<file path="src/rtl/lsts_pkg.sv">
// ----------------------------------------------------------------------------
// lsts_pkg
// Types, constants and the arctangent table of the triangle solver.
// ----------------------------------------------------------------------------
`timescale 1ns / 1ps

package lsts_pkg;

	localparam int SINE_STEPS_DEF      = 16;
	localparam int ANGLE_FRAC_BITS_DEF = 8;
	localparam int ATAN_ENTRIES        = 24;
	localparam int CW                  = 34;
	localparam int QBITS               = 32;

	localparam logic [24:0] DEG_TO_RAD = 25'd18740330;
	localparam logic signed [CW-1:0] CORDIC_GAIN = 34'sd652032874;
	localparam logic signed [CW-1:0] ONE_Q30     = 34'sd1073741824;

	localparam logic [1:0] OP_ALPHA = 2'd0;
	localparam logic [1:0] OP_BETA  = 2'd1;
	localparam logic [1:0] OP_GAMMA = 2'd2;
	localparam logic [1:0] OP_NONE  = 2'd3;
	localparam logic [1:0] SIDE_NONE = 2'd3;

	localparam logic [1:0] ST_OK    = 2'd0;
	localparam logic [1:0] ST_ANGLE = 2'd1;
	localparam logic [1:0] ST_ZERO  = 2'd2;
	localparam logic [1:0] ST_SAT   = 2'd3;

	typedef struct packed {
		logic        inval;
		logic [1:0]  ks;
		logic [15:0] third;
		logic [31:0] len;
	} meta_t;

	typedef struct packed {
		logic signed [CW-1:0] x;
		logic signed [CW-1:0] y;
		logic signed [CW-1:0] z;
	} lane_t;

	typedef struct packed {
		meta_t           meta;
		lane_t [2:0]     lane;
	} cordic_t;

	typedef struct packed {
		meta_t             meta;
		logic              bad;
		logic [30:0]       dvs;
		logic [2:0][30:0]  rem;
		logic [2:0][31:0]  nlo;
		logic [2:0][31:0]  quo;
		logic [2:0]        ovf;
	} div_t;

	function automatic logic [29:0] atan_q30(input int idx);
		logic [29:0] v;
		case (idx)
			0:  v = 30'd843314856;
			1:  v = 30'd497837829;
			2:  v = 30'd263043836;
			3:  v = 30'd133525158;
			4:  v = 30'd67021686;
			5:  v = 30'd33543515;
			6:  v = 30'd16775850;
			7:  v = 30'd8388437;
			8:  v = 30'd4194282;
			9:  v = 30'd2097149;
			10: v = 30'd1048575;
			11: v = 30'd524287;
			12: v = 30'd262143;
			13: v = 30'd131071;
			14: v = 30'd65535;
			15: v = 30'd32767;
			16: v = 30'd16383;
			17: v = 30'd8191;
			18: v = 30'd4095;
			19: v = 30'd2047;
			20: v = 30'd1023;
			21: v = 30'd511;
			22: v = 30'd255;
			23: v = 30'd127;
			default: v = 30'd0;
		endcase
		return v;
	endfunction

endpackage

</file>
<file path="src/rtl/lsts_div_stage.sv">
// ----------------------------------------------------------------------------
// lsts_div_stage
// One restoring-division step: one quotient bit for each of the three lanes.
// ----------------------------------------------------------------------------
`timescale 1ns / 1ps

module lsts_div_stage (
	input  logic             clk,
	input  logic             arst_n,
	input  logic             in_valid,
	output logic             in_ready,
	input  lsts_pkg::div_t   in_data,
	output logic             out_valid,
	input  logic             out_ready,
	output lsts_pkg::div_t   out_data
);

	lsts_pkg::div_t nxt;
	logic           vld_s1;
	lsts_pkg::div_t dat_s1;

	always_comb begin
		logic [31:0] r2;
		logic [31:0] nr;
		logic        ge;
		nxt = in_data;
		for (int k = 0; k < 3; k++) begin
			r2 = {in_data.rem[k], in_data.nlo[k][31]};
			ge = r2 >= {1'b0, in_data.dvs};
			nr = ge ? r2 - {1'b0, in_data.dvs} : r2;
			nxt.rem[k] = nr[30:0];
			nxt.nlo[k] = {in_data.nlo[k][30:0], 1'b0};
			nxt.quo[k] = {in_data.quo[k][30:0], ge};
		end
	end

	assign in_ready = !vld_s1 || out_ready;

	always_ff @(posedge clk or negedge arst_n) begin
		if (!arst_n) begin
			vld_s1 <= 1'b0;
		end else if (in_ready) begin
			vld_s1 <= in_valid;
		end
	end

	always_ff @(posedge clk) begin
		if (in_ready && in_valid) begin
			dat_s1 <= nxt;
		end
	end

	assign out_valid = vld_s1;
	assign out_data  = dat_s1;

endmodule

</file>
<file path="config.mk">
export PLATFORM = sky130hd
export DESIGN_NAME = lsts_div_stage
export DESIGN_NICKNAME = d
export VERILOG_FILES = /design/src/rtl/lsts_pkg.sv /design/src/rtl/lsts_div_stage.sv
export SDC_FILE = /design/constraint.sdc
export NUM_CORES = 1
export LEC_CHECK = 0
export ABC_CLOCK_PERIOD_IN_PS = 12520
export BUFFER_PORTS_ARGS = -buffer_cell sky130_fd_sc_hd__buf_2
export CAP_MARGIN = 15
export CORE_AREA = 8 8 288 290
export DETAILED_ROUTE_END_ITERATION = 10
export DIE_AREA = 0 0 296 298
export GPL_TIMING_DRIVEN = 0
export PLACE_DENSITY_LB_ADDON = 0.08
export SYNTH_ARGS = -nofsm -noshare
export SYNTH_HDL_FRONTEND = slang
export SYNTH_SLANG_ARGS = --single-unit
</file>
<file path="constraint.sdc">
create_clock -name clk -period 12.52 [get_ports clk]
set_input_delay 1.878 -clock clk [delete_from_list [all_inputs] [get_ports clk]]
set_output_delay 1.878 -clock clk [all_outputs]
set_load 0.01 [all_outputs]
</file>
==> results.yml <==
status:
  status: "finished clean"
critical_path:
  cp.required_ns: 12.87
  critical_path_buf_inv_count: 3
  crit_chain: "buf_2 > inv_1 > ha_1 > a21o_1 > nor3_1 > a21oi_1 > a211oi_1 > o32ai_2 > nor2_1 > clkbuf_1 > nor4_1 > nor3b_1"
  path_max_fanout: 10
  critPathCaptureType: "flip-flop"
  slowest_stage: "a211oi_1"
  critPathKind: "in2reg"
  arrival_ns: 5.38
  critPathTopFamily: "compound AO/OA/AOI/OAI gates"
  start_kind: "input pin"
  slowest_delay_ns: 0.60
detailed_routing:
  drt_drc_violations_left: 0
  drtAntennaViolNets: 0
  wl_mm: 81.8
  first_pass_iters: 4
  wl_per_cell_um: 25.4
  drt-vias-per-instance: 4.37
  routed-via-count: 14100
  drtIter0Drc: 758
cts:
  clock-root-buffer: "clkbuf_16"
  insertion_delay_ns: 0.57
  cts_buffers: 46
  cts_tree: "yes"
  cts_setup_buffers: 0
  clock-sinks: 369
  clk_path_buf_depth: 3
  cts_hold_buf: 0
  clk_pin_slew_ns: 0.06
  ctsResizeCount: 0
  htree_levels: 2
yosys:
  postSynthCellCount: 1324
  synth.largest_area_cell: "edfxtp_1"
  dominantRegCellSynth: "edfxtp_1"
  ys_ff_latch: 369
  async_reset_ff_share_pct: 0.271
  synthesis.area_um2: 17200
  synth-seq-area-share_pct: 64.4
  yosysWarnings: 0
  syn_avg_cell_area_um2: 13.0
  yosysUniqueCellTypes: 60
  synth_top_cell_area_share_pct: 64.2
  synth_edf_count: 368
  ys_top_cells_by_area: "edfxtp_1, ha_1, a21oi_1"
die:
  num_rows: 103
  ios: 748
  start_util_pct: 22.0
  die_width_um: 296
  core_um2: 78400
  die_h_um: 298
  die-area_um2: 88200
timing:
  rsz0062_at_grt: "false"
  tightest_slew_ns: 0.793
  worst_slack_ns: 7.49
  slew_headroom_pct: 45.8
  finalHoldViolations: 0
  fin_tns_setup_ns: 0
  fmax_ghz: 0.199
  whs_ns: 0.542
  fin_crit_ns: 5.03
  fin_crit_sh_pct: 40.2
  maxSlewViolCount: 0
  setup_viol: 0
  fin_skew_ns: 0.00997
run:
  cap_violations: 0
grt:
  grt_pass1_wl_mm: 111
  grt-ovfl-total: 0
  antenna_found_initial: 36
  grt_usage_pct: 17.5
  grt_pass1_vias: 14400
  grt_max_degree: 68
finish:
  layout_common_cells: "buf_2, edfxtp_1, a21oi_1"
  utilization_pct: 30.4
  layout-drive-gt1-share_pct: 39.1
  fin_nets: 2592
  synthToLayoutAreaGrowth_pct: 38.6
  final_common_cell: "buf_2"
hold_path:
  hold_path.class: "reg2reg"
power_and_ir_drop:
  p_leak_nw: 10.1
  irDropWorstVdd_uv: 80.7
  pwr_density_cell_nw_per_um2: 143
placed_design:
  hpwlAfterDp_mm: 69.3
  place_congestion: 0.854
  dp_slack_ns: 6.69
  io_buffers: 741
## per-stage QoR
stage | total power [mW] | std cells | area, um2
floorplan | 1.89 | 1326 | 17200
global placement | 2.20 | 3117 | 22200
detailed placement | 2.17 | 3123 | 22400
CTS | 3.48 | 3203 | 23800
global route | 3.57 | 3209 | 23800
finish | 3.40 | 3216 | 23800
## registers in the layout, summed over array words and instances (netlist names)
signal / flops
out_data: 368
out_valid: 1
## layer usage
layer | share of wire [%] | GRT usage, %
met1 | 35 | 17.6
met2 | 53 | 33.2
met3 | 9.3 | 7.05
met4 | 2.5 | 4.42
met5 | 0.33 | 0
## synth_stat cells (all sizes together) (6+ instances only)
master   instances
ha              93
o21bai           6
a21oi          115
inv             62
o21ai           88
nand4           19
a31oi           15
and4             7
and3            14
mux2             9
xor2            31
and2             9
buf             17
nor3            18
o21a            26
o31ai           10
nor2b           14
nand2           91
nand3           18
a211oi          12
a2111oi          6
xnor2           39
a21o            43
edfxtp         368
nor2            92
nand2b          17
clkbuf          15
o211ai          11
## worst register-to-register path, delay by kind of cell, from the launching register on
family	cells	cell delay, ns
buffers and inverters	4	1.38
and+or+nand+nor	2	0.57
DFF	1	0.38
## final cells by class
type	instances	area, um2
sequential	369	11100
timing repair buffer	747	3870
buffer	32	148
clock buffer	55	1180
fill	8235	54500
multi-input combinational	863	5760
clock inverter	25	231
inverter	62	233
antenna	13	32.5
tap	1050	1310
## path summary, 6_finish.rpt
check | startpoint | to | slack [ns] | cells after the start
min | out_valid$_DFFE_PN0N_ | out_valid$_DFFE_PN0N_ | 0.54 | 2
max reg2reg | out_valid$_DFFE_PN0N_ | out_data[232]$_DFFE_PP_ | 9.79 | 6
max in group asynchronous | arst_n | out_valid$_DFFE_PN0N_ | 11.36 | 1
min reg2reg | out_valid$_DFFE_PN0N_ | out_valid$_DFFE_PN0N_ | 0.54 | 2
min in group asynchronous | arst_n | out_valid$_DFFE_PN0N_ | 1.08 | 1
max | in_data[293] | out_data[287]$_DFFE_PP_ | 7.49 | 12
## where the power goes
part	internal, mW	leakage, nW	switching, mW
Clock	0.737	0.685	0.536
Combinational	0.242	5.87	0.395
Sequential	1.47	3.51	0.0190
Total	2.45	10.1	0.950
## kinds of logic (layout without fill, tap and decap cells)
logic type	count (synthesis)	count (layout)	synth area share (%)
AOI/OAI and AO/OA	358	358	12.8
xor gates and xnor gates	70	70	3.56
adders and majority gates	96	96	7.11
buffers and inverters	94	921	2.21
DFF	369	369	64.4
muxes	11	11	0.706
other	1	16	0.0218
and+or+nand+nor	325	325	9.21
Note: power is estimated with default switching activity, not from simulation.
