--- src/rtl/lsts_pkg.sv ---
// ----------------------------------------------------------------------------
// lsts_pkg
// Types, constants and the arctangent table of the triangle solver.
// ----------------------------------------------------------------------------
`timescale 1ns / 1ps

package lsts_pkg;

	localparam int SINE_STEPS_DEF      = 16;
	localparam int ANGLE_FRAC_BITS_DEF = 8;
	localparam int ATAN_ENTRIES        = 24;
	localparam int CW                  = 34;
	localparam int QBITS               = 32;

	localparam logic [24:0] DEG_TO_RAD = 25'd18740330;
	localparam logic signed [CW-1:0] CORDIC_GAIN = 34'sd652032874;
	localparam logic signed [CW-1:0] ONE_Q30     = 34'sd1073741824;

	localparam logic [1:0] OP_ALPHA = 2'd0;
	localparam logic [1:0] OP_BETA  = 2'd1;
	localparam logic [1:0] OP_GAMMA = 2'd2;
	localparam logic [1:0] OP_NONE  = 2'd3;
	localparam logic [1:0] SIDE_NONE = 2'd3;

	localparam logic [1:0] ST_OK    = 2'd0;
	localparam logic [1:0] ST_ANGLE = 2'd1;
	localparam logic [1:0] ST_ZERO  = 2'd2;
	localparam logic [1:0] ST_SAT   = 2'd3;

	typedef struct packed {
		logic        inval;
		logic [1:0]  ks;
		logic [15:0] third;
		logic [31:0] len;
	} meta_t;

	typedef struct packed {
		logic signed [CW-1:0] x;
		logic signed [CW-1:0] y;
		logic signed [CW-1:0] z;
	} lane_t;

	typedef struct packed {
		meta_t           meta;
		lane_t [2:0]     lane;
	} cordic_t;

	typedef struct packed {
		meta_t             meta;
		logic              bad;
		logic [30:0]       dvs;
		logic [2:0][30:0]  rem;
		logic [2:0][31:0]  nlo;
		logic [2:0][31:0]  quo;
		logic [2:0]        ovf;
	} div_t;

	function automatic logic [29:0] atan_q30(input int idx);
		logic [29:0] v;
		case (idx)
			0:  v = 30'd843314856;
			1:  v = 30'd497837829;
			2:  v = 30'd263043836;
			3:  v = 30'd133525158;
			4:  v = 30'd67021686;
			5:  v = 30'd33543515;
			6:  v = 30'd16775850;
			7:  v = 30'd8388437;
			8:  v = 30'd4194282;
			9:  v = 30'd2097149;
			10: v = 30'd1048575;
			11: v = 30'd524287;
			12: v = 30'd262143;
			13: v = 30'd131071;
			14: v = 30'd65535;
			15: v = 30'd32767;
			16: v = 30'd16383;
			17: v = 30'd8191;
			18: v = 30'd4095;
			19: v = 30'd2047;
			20: v = 30'd1023;
			21: v = 30'd511;
			22: v = 30'd255;
			23: v = 30'd127;
			default: v = 30'd0;
		endcase
		return v;
	endfunction

endpackage

--- src/rtl/lsts_cordic_stage.sv ---
// ----------------------------------------------------------------------------
// lsts_cordic_stage
// One rotation-mode CORDIC iteration for the three angle lanes.
// ----------------------------------------------------------------------------
`timescale 1ns / 1ps

module lsts_cordic_stage #(
	parameter int IDX = 0
) (
	input  logic                clk,
	input  logic                arst_n,
	input  logic                in_valid,
	output logic                in_ready,
	input  lsts_pkg::cordic_t   in_data,
	output logic                out_valid,
	input  logic                out_ready,
	output lsts_pkg::cordic_t   out_data
);

	localparam logic signed [lsts_pkg::CW-1:0] ATAN =
		{{(lsts_pkg::CW-30){1'b0}}, lsts_pkg::atan_q30(IDX)};

	lsts_pkg::cordic_t nxt;
	logic              vld_s1;
	lsts_pkg::cordic_t dat_s1;

	always_comb begin
		logic signed [lsts_pkg::CW-1:0] dx;
		logic signed [lsts_pkg::CW-1:0] dy;
		nxt.meta = in_data.meta;
		for (int k = 0; k < 3; k++) begin
			dx = $signed(in_data.lane[k].y) >>> IDX;
			dy = $signed(in_data.lane[k].x) >>> IDX;
			if (!in_data.lane[k].z[lsts_pkg::CW-1]) begin
				nxt.lane[k].x = in_data.lane[k].x - dx;
				nxt.lane[k].y = in_data.lane[k].y + dy;
				nxt.lane[k].z = in_data.lane[k].z - ATAN;
			end else begin
				nxt.lane[k].x = in_data.lane[k].x + dx;
				nxt.lane[k].y = in_data.lane[k].y - dy;
				nxt.lane[k].z = in_data.lane[k].z + ATAN;
			end
		end
	end

	assign in_ready = !vld_s1 || out_ready;

	always_ff @(posedge clk or negedge arst_n) begin
		if (!arst_n) begin
			vld_s1 <= 1'b0;
		end else if (in_ready) begin
			vld_s1 <= in_valid;
		end
	end

	always_ff @(posedge clk) begin
		if (in_ready && in_valid) begin
			dat_s1 <= nxt;
		end
	end

	assign out_valid = vld_s1;
	assign out_data  = dat_s1;

endmodule

--- config.mk ---
export PLATFORM = sky130hd
export DESIGN_NAME = lsts_cordic_stage
export DESIGN_NICKNAME = d
export VERILOG_FILES = /design/src/rtl/lsts_pkg.sv /design/src/rtl/lsts_cordic_stage.sv
export SDC_FILE = /design/constraint.sdc
export NUM_CORES = 1
export LEC_CHECK = 0
export BUFFER_PORTS_ARGS = -buffer_cell sky130_fd_sc_hd__buf_2
export CORE_AREA = 2 2 283 285
export CTS_CLUSTER_DIAMETER = 50
export DETAILED_ROUTE_END_ITERATION = 10
export DIE_AREA = 0 0 285 287
export HOLD_SLACK_MARGIN = 0.12
export PLACE_DENSITY_LB_ADDON = 0.3
export SLEW_MARGIN = 20
export SYNTH_ARGS = -nofsm -noshare
export SYNTH_HDL_FRONTEND = slang
export SYNTH_SLANG_ARGS = --single-unit
--- constraint.sdc ---
create_clock -name clk -period 12.84 [get_ports clk]
set_input_delay 2.568 -clock clk [delete_from_list [all_inputs] [get_ports clk]]
set_output_delay 2.568 -clock clk [all_outputs]
set_load 0.03 [all_outputs]
==> metrics.md <==
| Metric | Value |
|---|---|
| Register bit total from synthesis | `~360` |
| Hold Vio Cnt, Final | `0` |
| DRT Wirelength | `about 120 mm` |
| Reg2Reg Capture Point | `out_data[138]` |
| Sequential standard cell area | `roughly 11000 um2` |
| Yosys top cell area share | `33.14%` |
| P&R area growth vs syn | `20.23%` |
| Hold Buf Count CTS | `0` |
| Most frequent cell after synthesis | `a21oi_1` |
| Sequential Power Share | `about a third` |
| Critical Path Fanout Max | `52` |
| Main flop type after synthesis | `edfxtp_1` |
| CP cell instances | `buf_4, buf_4, ha_1, a21o_1, a21oi_1, o21bai_1, a21oi_1, o31ai_1, a2111oi_0, o21bai_1, o21ai_1, a21oi_1, xnor2_1` |
| WP data required | `~13 ns` |
| Register area share after synthesis | `around a third` |
| Fin nets | `about 5000` |
| Grt peak-use layer | `met2` |
| Hold_sp | `out_valid` |
| Setup TNS | `0 ns` |
| Dominant cell type by area after synthesis | `edfxtp_1` |
| Setup Skew | `between 0.02 and 0.025 ns` |
| I/O Pins | `slightly above 700` |
| Via density | `roughly 5.6` |
| CP endpoint kind | `flop` |
| Crit path max-delay family | `compound AO/OA/AOI/OAI gates` |
| Longest Clk Path Bufs | `3` |
| Post-cts resize count | `0` |
| Worst Reg-to-Reg Cells | `4` |
| Post-synthesis cell type count | `95` |
| Lkg Pwr | `0.01718 uW` |
| Sw power | `1794 uW` |
| Final Max Tran Viols | `0` |
| Number of fill cells | `between 7000 and 8000` |
| First-pass DRT Iterations | `6` |
| Die W | `between 200 and 300 um` |
| TritonCTS buffer count | `59` |
| Post-synth ARST share | `0.2817%` |
| Gr usage total | `between 20% and 30%` |
| Ys Warns | `0` |
| GR Util met1 | `32.47%` |
| WP data arrival | `between 6 and 7 ns` |
| CP dominant cell by count | `a21oi_1` |
| FP Rows | `roughly 100` |
| Iteration-0 DRC Markers | `2758` |
| Largest net degree at the start of global routing | `94` |
| Root buffer selected by CTS | `clkbuf_16` |
| Status | `complete, no violations` |
| Clk pwr share | `between 30% and 40%` |
| Fmax | `approximately 0.17 GHz` |
| Effective utilization at floorplan | `40.81%` |
| Hold_ws | `0.5786 ns` |
| Cell area after synthesis | `about 32000 um2` |
| CP Buf/Inv Count | `2` |
| WL/cell | `approximately 22 um` |
| Hold Path Stages | `2` |
| Power per cell area | `123.8 nW/um2` |
| Reg2Reg Setup Slack | `about 10 ns` |
| CTS tree | `built` |
| Critical R2R Launch | `out_valid` |
| Port bufs | `just over 700` |
| Multi-input logic area | `slightly below 20000 um2` |
| Setup-failing EPs final | `0` |
| Met3 Usage GRT | `under 10%` |
| Vias post-DR | `between 30000 and 40000` |
| Die height | `around 290 um` |
| Post-Syn Area per Cell | `approximately 9 um2` |
| WHS Endpoint | `out_valid` |
| Rel. slew slack | `between 20% and 30%` |
| Cell at the slowest stage of the critical path | `buf_4` |
| Total clock sinks | `355` |
| Core area | `just under 80000 um2` |
| Maximum vdd drop | `approximately 0.12 mV` |
| Post-route ant nets | `0` |
| Crit Path Category | `in2reg` |
| Clock latency on the worst-skew pair | `0.63 ns` |
| Max incr delay on CP | `around 0.60 ns` |
| Global Route met2 Usage | `between 40% and 50%` |
| Die area | `81800 um2` |
| RSZ-0062 raised after global routing | `no` |
| Clock period minus worst slack | `~6 ns` |
| Total of max-cap violations | `0` |
| Cell area after layout | `about 39000 um2` |
| Hold WC Path Type | `reg2reg` |
| Post-route insts no fill | `about 5300` |
| Post-CTS setup buffer count | `0` |
| Dpl ws | `6.253 ns` |
| Largest cells by area after synthesis | `edfxtp_1, ha_1, a21oi_1` |
| Grt total ovfl | `0` |
| Tightest Pin Transition | `roughly 1.1 ns` |
| Synth top cells by count | `a21oi_1, ha_1, edfxtp_1, inv_1, nor2_1` |
| Vias in the first global route | `around 29000` |
| Layout cells sized above 1 | `21.22%` |
| Setup crit start kind | `input pin` |
| Initial antenna violation count | `26` |
| Syn nets | `4338` |
| Global-route wire length before repair | `between 150 and 200 mm` |
| Post-route DRC violation count | `0` |
| Placer Congestion | `between 0.9 and 1` |
| Worst setup margin | `6.831 ns` |
| P_int | `around 3000 uW` |
| Post-Syn Instances | `roughly 3600` |
| Placed insts | `about 5200` |
| Htree depth | `2` |
| Post-detail-place hpwl | `91.52 mm` |
| Final Cycle Share | `a little under half` |
| Share of total power in combinational logic | `34.5%` |
| Cell Area, Placed | `approximately 36000 um2` |
| Sw Ratio | `a little under two fifths` |
| Post-synth EDFFs | `~350` |
| CTS clk-pin slew, worst paths | `approximately 0.060 ns` |
[area by class of cell]
type,instances,area share (%)
Sequential cell,355,27.63
Inverter,338,3.289
Multi-Input combinational cell,2741,50.72
Clock buffer,62,3.912
Tap cell,1050,3.406
Clock inverter,48,1.343
Timing Repair Buffer,731,9.583
Antenna cell,19,0.1233
[power groups by stage]
stage | clock network, uW | registers, uW | logic, uW
final | 1610 | 1510 | 1650
after floorplan | 0 | 1780 | 879
after CTS | 1650 | 1510 | 1630
after global routing | 1690 | 1520 | 1770
after global placement | 0 | 1530 | 1620
after detailed placement | 0 | 1530 | 1620
[cell usage in the layout (no fill, tap or decap), drive strengths merged, types with 31 or more instances in the layout]
cell | synthesis | layout
mux2i | 47 | 47
xnor2 | 214 | 214
a21o | 102 | 102
nand2 | 174 | 174
nor2 | 293 | 293
clkbuf | 107 | 62
ha | 384 | 384
nor3 | 63 | 63
o21bai | 97 | 97
nor2b | 34 | 34
o211ai | 31 | 31
a211oi | 49 | 49
nand3 | 63 | 63
inv | 333 | 357
edfxtp | 354 | 354
nand2b | 45 | 45
o21a | 37 | 37
o31ai | 33 | 33
xor2 | 53 | 53
nand4 | 34 | 34
o21ai | 241 | 241
buf | 40 | 731
a21oi | 419 | 419
[logic make-up (layout without fill, tap and decap cells)]
kind of cell / Yosys count / count (layout) / share of synthesized area [%]
compound gates: 1209 / 1209 / 24.38
xor+xnor: 267 / 267 / 7.289
fa+ha+maj: 396 / 396 / 15.73
buf+inv: 485 / 1179 / 5.815
flops: 355 / 355 / 33.21
mux: 49 / 49 / 1.537
other cells: 0 / 19 / 0
simple gates: 820 / 820 / 12.04
[worst reg2reg max path: cells and delay by family (launching register included)]
kind          cells  cell delay, ns
flops             1            0.38
buf+inv           2            1.65
simple gates      2            0.55
[metal layers]
metal | up-vias | part of all wire [%]
li1 | 14330 | -
met1 | 14270 | 40
met2 | 1339 | 48
met3 | 234 | 7.1
met4 | 8 | 4.8
met5 | - | 0.037
[flip-flops by register name, indices dropped and copies added, names as in the netlist]
signal     count
out_data     354
out_valid      1
[stage by stage]
step | utilization [%] | power [uW]
final | 49.06 | 4774
after global routing | 49.05 | 4984
after CTS | 49.00 | 4794
after detailed placement | 46.43 | 3151
after global placement | 46.43 | 3153
after floorplan | - | 2663
[worst max-delay path by stage]
| stage | endpoint | slack (ns) | depth (start not counted) | start |
|---|---|---|---|---|
| detailed placement | out_data[233] | 6.25 | 13 | in_data[237] |
| floorplan | out_data[0] | 1.13 | 2 | out_ready |
| global placement | out_data[233] | 6.28 | 13 | in_data[237] |
| global route | out_data[233] | 6.55 | 13 | in_data[237] |
| CTS | out_data[233] | 6.91 | 13 | in_data[237] |
| finish | out_data[233] | 6.83 | 13 | in_data[237] |
Note: power is estimated with default switching activity, not from simulation.
